### src/hw/rtl/gcfrm_pkg.sv
// shared types and constants for the g-code line framer
`default_nettype none

package gcfrm_pkg;

  // line counter width; the decimal counter has enough digits for its largest value
  localparam int LINE_COUNT_BITS = 32;
  localparam int BCD_DIGITS      = (LINE_COUNT_BITS * 30103 + 99999) / 100000;
  localparam int DIG_IDX_W       = $clog2(BCD_DIGITS);

  // checksum is one byte, at most three decimal digits
  localparam int CS_DIGITS = 3;
  localparam int CS_IDX_W  = 2;

  // queue depths
  localparam int FQ_DEPTH = 4;
  localparam int FQ_PTR_W = $clog2(FQ_DEPTH);
  localparam int FQ_CNT_W = $clog2(FQ_DEPTH + 1);
  localparam int OQ_DEPTH = 2;
  localparam int OQ_PTR_W = $clog2(OQ_DEPTH);
  localparam int OQ_CNT_W = $clog2(OQ_DEPTH + 1);

  // framing characters
  localparam logic [7:0] CH_N     = 8'h4E;
  localparam logic [7:0] CH_SPACE = 8'h20;
  localparam logic [7:0] CH_STAR  = 8'h2A;
  localparam logic [7:0] CH_NL    = 8'h0A;
  localparam logic [7:0] CH_ZERO  = 8'h30;

  typedef struct packed {
    logic [7:0] cmd_byte;
    logic       line_last;
  } in_item_t;

  typedef struct packed {
    logic [7:0] out_byte;
    logic       run_last;
    logic       line_end;
  } out_item_t;

  // classified command byte as held in the front queue
  typedef struct packed {
    logic [7:0] cmd_byte;
    logic       line_first;
    logic       line_last;
  } fq_item_t;

  typedef struct packed {
    logic     valid;
    fq_item_t item;
  } fq_head_t;

  typedef struct packed {
    logic      valid;
    out_item_t item;
  } oq_push_t;

  typedef enum logic [2:0] {
    ST_FETCH,
    ST_PRE_N,
    ST_NUM,
    ST_SPACE,
    ST_CMD,
    ST_STAR,
    ST_CS,
    ST_NL
  } back_state_t;

endpackage

`default_nettype wire

### src/hw/rtl/gcfrm_front.sv
// front part: accepts command bytes, marks line starts, queues them for the back part
`default_nettype none

module gcfrm_front (
  input  wire logic                clk,
  input  wire logic                rst_n,
  input  wire logic                push,
  output logic                     full,
  input  wire gcfrm_pkg::in_item_t in_item,
  output gcfrm_pkg::fq_head_t      fq_head,
  input  wire logic                fq_take
);
  import gcfrm_pkg::*;

  fq_item_t              mem_r [FQ_DEPTH];
  logic [FQ_PTR_W-1:0]   wr_ptr_r, wr_ptr_nxt;
  logic [FQ_PTR_W-1:0]   rd_ptr_r, rd_ptr_nxt;
  logic [FQ_CNT_W-1:0]   cnt_r, cnt_nxt;
  logic                  in_line_r, in_line_nxt;
  logic                  do_push, do_pop;
  fq_item_t              new_item;

  assign full    = (cnt_r == FQ_CNT_W'(FQ_DEPTH));
  assign do_push = push && !full;
  assign do_pop  = fq_take && (cnt_r != '0);

  assign fq_head.valid = (cnt_r != '0);
  assign fq_head.item  = mem_r[rd_ptr_r];

  // a byte starts a line unless the previous one left the line open
  always_comb begin
    new_item.cmd_byte   = in_item.cmd_byte;
    new_item.line_first = !in_line_r;
    new_item.line_last  = in_item.line_last;
  end

  always_comb begin
    wr_ptr_nxt  = wr_ptr_r;
    rd_ptr_nxt  = rd_ptr_r;
    cnt_nxt     = cnt_r;
    in_line_nxt = in_line_r;
    if (do_push) begin
      wr_ptr_nxt  = (wr_ptr_r == FQ_PTR_W'(FQ_DEPTH - 1)) ? '0 : wr_ptr_r + 1'b1;
      in_line_nxt = !in_item.line_last;
    end
    if (do_pop) begin
      rd_ptr_nxt = (rd_ptr_r == FQ_PTR_W'(FQ_DEPTH - 1)) ? '0 : rd_ptr_r + 1'b1;
    end
    if (do_push && !do_pop) begin
      cnt_nxt = cnt_r + 1'b1;
    end else if (!do_push && do_pop) begin
      cnt_nxt = cnt_r - 1'b1;
    end
  end

  always_ff @(posedge clk) begin
    if (!rst_n) begin
      wr_ptr_r  <= '0;
      rd_ptr_r  <= '0;
      cnt_r     <= '0;
      in_line_r <= 1'b0;
    end else begin
      wr_ptr_r  <= wr_ptr_nxt;
      rd_ptr_r  <= rd_ptr_nxt;
      cnt_r     <= cnt_nxt;
      in_line_r <= in_line_nxt;
    end
  end

  always_ff @(posedge clk) begin
    if (do_push) begin
      mem_r[wr_ptr_r] <= new_item;
    end
  end

endmodule

`default_nettype wire

### src/hw/rtl/gcfrm_back.sv
// back part: line counter, running xor and the byte sequencer that frames each line
`default_nettype none

module gcfrm_back (
  input  wire logic                clk,
  input  wire logic                rst_n,
  input  wire gcfrm_pkg::fq_head_t fq_head,
  output logic                     fq_take,
  output gcfrm_pkg::oq_push_t      oq_push,
  input  wire logic                oq_ready
);
  import gcfrm_pkg::*;

  back_state_t                     state_r, state_nxt;
  fq_item_t                        cur_r, cur_nxt;
  logic [LINE_COUNT_BITS-1:0]      cnt_r, cnt_nxt;
  logic [BCD_DIGITS-1:0][3:0]      bcd_r, bcd_nxt;
  logic [DIG_IDX_W-1:0]            dig_idx_r, dig_idx_nxt;
  logic [7:0]                      xor_r, xor_nxt;
  logic [CS_DIGITS-1:0][3:0]       cs_dig_r, cs_dig_nxt;
  logic [CS_IDX_W-1:0]             cs_idx_r, cs_idx_nxt;

  logic                            emit;
  logic                            line_done;
  back_state_t                     load_state;
  out_item_t                       emit_item;
  logic [BCD_DIGITS-1:0][3:0]      bcd_inc;
  logic [DIG_IDX_W-1:0]            msd;
  logic [1:0]                      cs_h;
  logic [7:0]                      cs_r100;
  logic [14:0]                     cs_prod;
  logic [3:0]                      cs_t;
  logic [3:0]                      cs_o;

  assign emit       = (state_r != ST_FETCH) && oq_ready;
  // a byte that ends an item's output lets the next queued item load at once
  assign line_done  = emit && ((state_r == ST_CMD && !cur_r.line_last) || state_r == ST_NL);
  assign fq_take    = fq_head.valid && (state_r == ST_FETCH || line_done);
  assign load_state = fq_head.item.line_first ? ST_PRE_N : ST_CMD;

  // decimal increment, carry ripples through trailing nines
  always_comb begin
    logic carry;
    carry = 1'b1;
    for (int i = 0; i < BCD_DIGITS; i++) begin
      if (carry) begin
        bcd_inc[i] = (bcd_r[i] == 4'd9) ? 4'd0 : bcd_r[i] + 4'd1;
      end else begin
        bcd_inc[i] = bcd_r[i];
      end
      carry = carry && (bcd_r[i] == 4'd9);
    end
  end

  // highest nonzero digit, zero when the count is zero
  always_comb begin
    msd = '0;
    for (int i = 1; i < BCD_DIGITS; i++) begin
      if (bcd_r[i] != 4'd0) begin
        msd = DIG_IDX_W'(i);
      end
    end
  end

  // checksum to decimal: hundreds by compare, tens by reciprocal of ten
  always_comb begin
    if (xor_r >= 8'd200) begin
      cs_h    = 2'd2;
      cs_r100 = xor_r - 8'd200;
    end else if (xor_r >= 8'd100) begin
      cs_h    = 2'd1;
      cs_r100 = xor_r - 8'd100;
    end else begin
      cs_h    = 2'd0;
      cs_r100 = xor_r;
    end
    cs_prod = 15'(cs_r100) * 15'd205;
    cs_t    = cs_prod[14:11];
    cs_o    = 4'(cs_r100 - 8'(cs_t) * 8'd10);
  end

  // next state
  always_comb begin
    state_nxt = state_r;
    case (state_r)
      ST_FETCH: begin
        if (fq_take) state_nxt = load_state;
      end
      ST_PRE_N: begin
        if (emit) state_nxt = ST_NUM;
      end
      ST_NUM: begin
        if (emit && dig_idx_r == '0) state_nxt = ST_SPACE;
      end
      ST_SPACE: begin
        if (emit) state_nxt = ST_CMD;
      end
      ST_CMD: begin
        if (emit) begin
          if (cur_r.line_last) state_nxt = ST_STAR;
          else if (fq_take)    state_nxt = load_state;
          else                 state_nxt = ST_FETCH;
        end
      end
      ST_STAR: begin
        if (emit) state_nxt = ST_CS;
      end
      ST_CS: begin
        if (emit && cs_idx_r == '0) state_nxt = ST_NL;
      end
      ST_NL: begin
        if (emit) state_nxt = fq_take ? load_state : ST_FETCH;
      end
      default: state_nxt = ST_FETCH;
    endcase
  end

  // byte produced in each state
  always_comb begin
    emit_item.out_byte = CH_NL;
    emit_item.run_last = 1'b0;
    emit_item.line_end = 1'b0;
    case (state_r)
      ST_PRE_N: emit_item.out_byte = CH_N;
      ST_NUM:   emit_item.out_byte = CH_ZERO + {4'd0, bcd_r[dig_idx_r]};
      ST_SPACE: emit_item.out_byte = CH_SPACE;
      ST_CMD: begin
        emit_item.out_byte = cur_r.cmd_byte;
        emit_item.run_last = !cur_r.line_last;
      end
      ST_STAR:  emit_item.out_byte = CH_STAR;
      ST_CS:    emit_item.out_byte = CH_ZERO + {4'd0, cs_dig_r[cs_idx_r]};
      ST_NL: begin
        emit_item.out_byte = CH_NL;
        emit_item.run_last = 1'b1;
        emit_item.line_end = 1'b1;
      end
      default: emit_item.out_byte = CH_NL;
    endcase
  end

  assign oq_push.valid = emit;
  assign oq_push.item  = emit_item;

  // datapath updates
  always_comb begin
    cur_nxt     = cur_r;
    cnt_nxt     = cnt_r;
    bcd_nxt     = bcd_r;
    dig_idx_nxt = dig_idx_r;
    xor_nxt     = xor_r;
    cs_dig_nxt  = cs_dig_r;
    cs_idx_nxt  = cs_idx_r;
    if (fq_take) begin
      cur_nxt = fq_head.item;
      if (fq_head.item.line_first) begin
        if (&cnt_r) begin
          cnt_nxt = '0;
          bcd_nxt = '0;
        end else begin
          cnt_nxt = cnt_r + 1'b1;
          bcd_nxt = bcd_inc;
        end
      end
    end
    if (emit) begin
      case (state_r)
        ST_PRE_N: begin
          xor_nxt     = CH_N;
          dig_idx_nxt = msd;
        end
        ST_NUM: begin
          xor_nxt     = xor_r ^ emit_item.out_byte;
          dig_idx_nxt = dig_idx_r - 1'b1;
        end
        ST_SPACE, ST_CMD: begin
          xor_nxt = xor_r ^ emit_item.out_byte;
        end
        ST_STAR: begin
          cs_dig_nxt[2] = {2'd0, cs_h};
          cs_dig_nxt[1] = cs_t;
          cs_dig_nxt[0] = cs_o;
          if (cs_h != 2'd0)      cs_idx_nxt = CS_IDX_W'(2);
          else if (cs_t != 4'd0) cs_idx_nxt = CS_IDX_W'(1);
          else                   cs_idx_nxt = '0;
        end
        ST_CS: begin
          cs_idx_nxt = cs_idx_r - 1'b1;
        end
        ST_NL: begin
          xor_nxt = '0;
        end
        default: xor_nxt = xor_r;
      endcase
    end
  end

  always_ff @(posedge clk) begin
    if (!rst_n) begin
      state_r <= ST_FETCH;
      cnt_r   <= '0;
      bcd_r   <= '0;
      xor_r   <= '0;
    end else begin
      state_r <= state_nxt;
      cnt_r   <= cnt_nxt;
      bcd_r   <= bcd_nxt;
      xor_r   <= xor_nxt;
    end
  end

  always_ff @(posedge clk) begin
    cur_r     <= cur_nxt;
    dig_idx_r <= dig_idx_nxt;
    cs_dig_r  <= cs_dig_nxt;
    cs_idx_r  <= cs_idx_nxt;
  end

`ifndef SYNTHESIS
  a_bcd_tracks_bin: assert property (@(posedge clk) disable iff (!rst_n)
    (cnt_r == '0) |-> (bcd_r == '0))
    else $error("decimal counter out of step with binary counter");

  a_open_line_no_start: assert property (@(posedge clk) disable iff (!rst_n)
    (fq_take && state_r == ST_CMD) |-> !fq_head.item.line_first)
    else $error("line start taken while a line is still open");

  a_closed_line_start: assert property (@(posedge clk) disable iff (!rst_n)
    (fq_take && state_r == ST_NL) |-> fq_head.item.line_first)
    else $error("byte after line end not marked as line start");

  a_digit_in_range: assert property (@(posedge clk) disable iff (!rst_n)
    (state_r == ST_NUM) |-> (dig_idx_r <= DIG_IDX_W'(BCD_DIGITS - 1)))
    else $error("line number digit index out of range");
`endif

endmodule

`default_nettype wire

### src/hw/rtl/gcfrm_outq.sv
// result queue between the sequencer and the output channel
`default_nettype none

module gcfrm_outq (
  input  wire logic                clk,
  input  wire logic                rst_n,
  input  wire gcfrm_pkg::oq_push_t oq_push,
  output logic                     oq_ready,
  output logic                     empty,
  input  wire logic                pop,
  output gcfrm_pkg::out_item_t     out_item
);
  import gcfrm_pkg::*;

  out_item_t             mem_r [OQ_DEPTH];
  logic [OQ_PTR_W-1:0]   wr_ptr_r, wr_ptr_nxt;
  logic [OQ_PTR_W-1:0]   rd_ptr_r, rd_ptr_nxt;
  logic [OQ_CNT_W-1:0]   cnt_r, cnt_nxt;
  logic                  do_push, do_pop;

  assign oq_ready = (cnt_r != OQ_CNT_W'(OQ_DEPTH));
  assign empty    = (cnt_r == '0);
  assign do_push  = oq_push.valid && oq_ready;
  assign do_pop   = pop && !empty;
  assign out_item = mem_r[rd_ptr_r];

  always_comb begin
    wr_ptr_nxt = wr_ptr_r;
    rd_ptr_nxt = rd_ptr_r;
    cnt_nxt    = cnt_r;
    if (do_push) begin
      wr_ptr_nxt = (wr_ptr_r == OQ_PTR_W'(OQ_DEPTH - 1)) ? '0 : wr_ptr_r + 1'b1;
    end
    if (do_pop) begin
      rd_ptr_nxt = (rd_ptr_r == OQ_PTR_W'(OQ_DEPTH - 1)) ? '0 : rd_ptr_r + 1'b1;
    end
    if (do_push && !do_pop) begin
      cnt_nxt = cnt_r + 1'b1;
    end else if (!do_push && do_pop) begin
      cnt_nxt = cnt_r - 1'b1;
    end
  end

  always_ff @(posedge clk) begin
    if (!rst_n) begin
      wr_ptr_r <= '0;
      rd_ptr_r <= '0;
      cnt_r    <= '0;
    end else begin
      wr_ptr_r <= wr_ptr_nxt;
      rd_ptr_r <= rd_ptr_nxt;
      cnt_r    <= cnt_nxt;
    end
  end

  always_ff @(posedge clk) begin
    if (do_push) begin
      mem_r[wr_ptr_r] <= oq_push.item;
    end
  end

endmodule

`default_nettype wire

### src/hw/rtl/gcode_line_number_checksum_framer.sv
// top level of the g-code line framer with line number and xor checksum
//
// input channel: one raw command byte per transaction with a last-byte mark;
//   a transaction completes on a clock edge with push high and full low
// result channel: one byte of framed text per transaction; the oldest byte
//   sits on out_item while empty is low and leaves on an edge with pop high
// each line comes out as 'N', line number in decimal, ' ', the command bytes,
//   '*', xor checksum in decimal, newline; the first line after reset is N1
// path: an accepted byte is registered in the input queue, loaded into the sequencer
//   registers and written into the result queue before its first result shows on out_item
// throughput: one result byte per cycle while the result queue has room, set by the
//   single byte sequencer; a byte that opens a line first adds 'N', the line number and
//   ' ', one that closes a line adds '*', the checksum and newline; other bytes add none
// a four-entry queue decouples the input side from the sequencer, so input
//   keeps flowing during prefix and suffix bytes until that queue fills
// reset clears the counter, checksum and both queues; no clearing pass
// when the receiver holds pop low the two-entry result queue fills, the
//   sequencer waits, then the input queue fills and full rises
`default_nettype none

module gcode_line_number_checksum_framer (
  input  wire logic                clk,
  input  wire logic                rst_n,
  // input channel
  input  wire logic                push,
  output logic                     full,
  input  wire gcfrm_pkg::in_item_t in_item,
  // result channel
  output logic                     empty,
  input  wire logic                pop,
  output gcfrm_pkg::out_item_t     out_item
);
  import gcfrm_pkg::*;

  fq_head_t fq_head;   // oldest classified byte waiting for the sequencer
  logic     fq_take;   // sequencer takes that byte this cycle
  oq_push_t oq_push;   // byte produced by the sequencer
  logic     oq_ready;  // result queue has room

  // front: line-start marking and input queue
  gcfrm_front u_front (
    .clk     (clk),
    .rst_n   (rst_n),
    .push    (push),
    .full    (full),
    .in_item (in_item),
    .fq_head (fq_head),
    .fq_take (fq_take)
  );

  // back: counter, checksum and framing sequencer
  gcfrm_back u_back (
    .clk      (clk),
    .rst_n    (rst_n),
    .fq_head  (fq_head),
    .fq_take  (fq_take),
    .oq_push  (oq_push),
    .oq_ready (oq_ready)
  );

  // result queue so the sequencer keeps running while the receiver stalls, until the queue fills
  gcfrm_outq u_outq (
    .clk      (clk),
    .rst_n    (rst_n),
    .oq_push  (oq_push),
    .oq_ready (oq_ready),
    .empty    (empty),
    .pop      (pop),
    .out_item (out_item)
  );

endmodule

`default_nettype wire

### config.mk
export PLATFORM = sky130hd
export DESIGN_NAME = gcode_line_number_checksum_framer
export DESIGN_NICKNAME = d
export VERILOG_FILES = /design/src/hw/rtl/gcfrm_pkg.sv /design/src/hw/rtl/gcfrm_front.sv /design/src/hw/rtl/gcfrm_back.sv /design/src/hw/rtl/gcfrm_outq.sv /design/src/hw/rtl/gcode_line_number_checksum_framer.sv
export SDC_FILE = /design/constraint.sdc
export NUM_CORES = 1
export LEC_CHECK = 0
export BUFFER_PORTS_ARGS = -buffer_cell sky130_fd_sc_hd__buf_4
export CAP_MARGIN = 10
export CORE_MARGIN = 1
export CORE_UTILIZATION = 60
export DETAILED_ROUTE_END_ITERATION = 10
export PLACE_DENSITY = 0.77
export SYNTH_ARGS = -nofsm -noshare
export SYNTH_HDL_FRONTEND = slang
export SYNTH_SLANG_ARGS = --single-unit
### constraint.sdc
create_clock -name clk -period 8.7 [get_ports clk]
set_input_delay 1.74 -clock clk [delete_from_list [all_inputs] [get_ports clk]]
set_output_delay 1.74 -clock clk [all_outputs]
set_load 0.01 [all_outputs]
==> results.json <==
{
  "crit_required_ps": 8880,
  "cts_tree": "done",
  "power_density_nw_per_um2": 253,
  "ctsHoldBuffers": 0,
  "netlist.area_leader.share_pct": 24.3,
  "r2r_cells": 25,
  "worst_r2r_endpoint": "u_back.cs_dig_r[3]",
  "rsz0062_at_grt": "no",
  "ff2ff_setup_slack_ps": 1670,
  "start_kind": "register",
  "cts_max_level": 4,
  "nFillCells": 1368,
  "wirelength_um": 20600,
  "worst_pin_slew_ps": 1160,
  "antenna_cells": 0,
  "cts_max_path_buffers": 2,
  "grt_pass1_wl_um": 34100,
  "final_area_um2": 11400,
  "avgViaCountPerCell": 5.84,
  "synth_xor_area_share_pct": 5.29,
  "row_count": 48,
  "syn_nets": 1142,
  "vias": 7426,
  "cts_root_buf": "clkbuf_16",
  "drv_cap": 0,
  "hp-start": "u_back.cnt_r[1]",
  "multiInputGateArea_um2": 5490,
  "pre_cts_ws_ps": 1740,
  "post-cts-setup-buffers": 0,
  "cts.sinks": 183,
  "layout_common_cells": "dfxtp_1, ha_1, inv_1, edfxtp_1",
  "slew_headroom_pct": 22.5,
  "syn2layout_area_growth_pct": 8.07,
  "hold_class": "register to register",
  "io-pin-count": 25,
  "synthTopCellsByArea": "edfxtp_1, dfxtp_1, ha_1",
  "seq_area_frac_synth_pct": 42.9,
  "fin_nets": 1146,
  "die-area_um2": 18100,
  "synth_cell_types": 67,
  "drc": 0,
  "layout-drive-gt1-share_pct": 9.46,
  "grt_util_all_layers_pct": 23.9,
  "core_um2": 17200,
  "clk_pin_slew_ps": 70,
  "clk_latency_ps": 430,
  "end_kind": "register",
  "yosys.area.top_type": "edfxtp_1",
  "holdPathStages": 2,
  "synth_edf_count": 85,
  "ys.flop_type": "dfxtp_1",
  "die_y_um": 134,
  "drtPass1Iterations": 5,
  "regArea_um2": 4510,
  "cp.arrival_ps": 7210,
  "period_minus_slack_ps": 7030,
  "period_share_pct": 80.8,
  "routedWlPerCell_um": 16.2,
  "grt_max_degree": 52,
  "synth_top_family_by_area": "simple AND/OR/NAND/NOR gates",
  "synth-compound-area-share_pct": 11.1,
  "synth.avg_cell_area_um2": 10.2,
  "hold_viol": 0,
  "netlist_instances": 1030,
  "placed_cell_area_um2": 10800,
  "grt_pass1_vias": 7174,
  "finalSetupTns_ps": 0,
  "setup_slack_ps": 1670,
  "dr.first_iter.drc_count": 546,
  "synth_fa_ha_area_share_pct": 12.6,
  "die_w_um": 134,
  "critPathMaxFanout": 9,
  "synth-simple-area-share_pct": 15.9,
  "holdPathEnd": "u_back.cnt_r[1]",
  "ys_ff_latch": 183,
  "leakagePower_nw": 4.52,
  "final_common_cell": "dfxtp_1",
  "grt_antenna_before_repair": 0,
  "cts_resized": 0,
  "synthMuxAreaShare_pct": 7.17,
  "syn_area_um2": 10500,
  "final-setup-viol-count": 0,
  "peakVddDrop_uv": 158,
  "place.gp.congestion": 0.932,
  "outcome": "completed",
  "clock.fmax_mhz": 142,
  "async_flop_share_pct": 0,
  "ys_warn_count": 0,
  "dp_hpwl_um": 14700,
  "skew_ps": 10.4,
  "io_buffer_count": 24,
  "cts_inserted_buffers": 17,
  "setup.worst_path.class": "register to register",
  "r2r_start": "u_back.xor_r[2]",
  "overflow": 0,
  "initial_core_util_pct": 61.1,
  "antenna_left": 0,
  "maxSlewViolCount": 0
}
registers in the layout (all words and copies together) (netlist names), named ones only:
signal / cells
u_back.dig_idx_r: 4
u_back.bcd_r: 40
u_back.cs_dig_r: 10
u_back.state_r: 3
u_front.mem_r: 40
u_front.wr_ptr_r: 2
u_front.in_line_r: 1
u_outq.cnt_r: 2
u_back.xor_r: 8
u_front.rd_ptr_r: 2
u_back.cnt_r: 32
u_outq.mem_r: 20
u_back.cs_idx_r: 2
u_back.cur_r: 9
u_outq.wr_ptr_r: 1
u_outq.rd_ptr_r: 1
u_front.cnt_r: 3
metrics by stage:
step / instances / power [W] / hold slack (ps) / utilization, %
after CTS: 1272 / 0.00289 / 481 / 66.0
final: 1272 / 0.00287 / 480 / 66.0
after detailed placement: 1240 / 0.00214 / 472 / 62.6
after global placement: 1240 / 0.00211 / 464 / 62.6
after global routing: 1272 / 0.00305 / 513 / 66.0
after floorplan: 1030 / 0.00187 / 454 / -
area by class of cell:
cell class	count	area share [%]
Multi-Input combinational cell	722	48.3
Sequential cell	183	39.7
Clock buffer	17	3.74
Inverter	85	2.81
Tap cell	225	2.48
Timing Repair Buffer	25	1.65
Clock inverter	15	1.34
layer usage:
| metal | global-route usage [%] | vias up | part of all wire (%) |
|---|---|---|---|
| met3 | 4.01 | 24 | 3.4 |
| li1 | - | 3681 | - |
| met1 | 31.1 | 3576 | 46 |
| met4 | 6.99 | 0 | 1.3 |
| met2 | 40.8 | 145 | 50 |
| met5 | 0 | - | 0 |
report_power, final:
| part | total, W | internal, W | leakage [nW] | switching, W |
|---|---|---|---|---|
| clock | 0.000748 | 0.000383 | 0.281 | 0.000365 |
| combinational | 0.000940 | 0.000384 | 2.66 | 0.000555 |
| sequential | 0.00119 | 0.00108 | 1.58 | 0.000109 |
| total | 0.00287 | 0.00184 | 4.52 | 0.00103 |
synthesized netlist by cell type (all sizes together) (5+ instances only):
master	instances
dfxtp	98
o211ai	6
nand2b	5
nand2	74
xor2	28
or3	14
a211oi	6
a22oi	5
a31o	5
mux2	15
a31oi	7
clkbuf	22
fa	12
mux4	18
ha	87
o21ai	58
a21boi	14
nand3b	8
nor3b	10
and2	16
nor3	16
buf	18
xnor2	33
and3b	6
o21a	7
nand3	41
nor4	6
edfxtp	85
and4	6
nand4	12
mux2i	18
a21o	7
inv	85
a21oi	46
nor2	74
and3	9
nor2b	17
critical path, stage by stage (launching register included):
cell and delay (ps):
dfxtp_1 520, inv_1 200, ha_1 260, a2111o_1 410, nand3_1 240, inv_1 140
o31ai_1 290, xor2_1 360, ha_1 230, inv_1 50, fa_1 470, inv_1 50
fa_1 530, inv_1 50, fa_1 530, inv_1 40, ha_1 300, a21o_1 170
o221a_2 260, o2111ai_1 140, o2111ai_1 220, xor2_1 300, inv_1 110, fa_1 410
xnor3_1 370, xnor2_1 130
cells by family after synthesis:
family	Yosys count
compound gates	186
fa+ha+maj	99
flops	183
mux	51
simple gates	324
buf+inv	125
xor+xnor	62
worst max-delay path by stage:
| stage | start | to | slack, ps | cells after the start |
|---|---|---|---|---|
| final | u_back.xor_r[2] | u_back.cs_dig_r[3] | 1670 | 25 |
| after global routing | u_back.xor_r[2] | u_back.cs_dig_r[3] | 1210 | 25 |
| after CTS | u_back.xor_r[2] | u_back.cs_dig_r[3] | 1670 | 25 |
| after detailed placement | u_back.xor_r[2] | u_back.cs_dig_r[3] | 1740 | 25 |
| after global placement | u_back.xor_r[2] | u_back.cs_dig_r[3] | 1900 | 26 |
| after floorplan | u_back.xor_r[2] | u_back.cs_dig_r[3] | 2220 | 27 |
(Power assumes the default switching activity.)
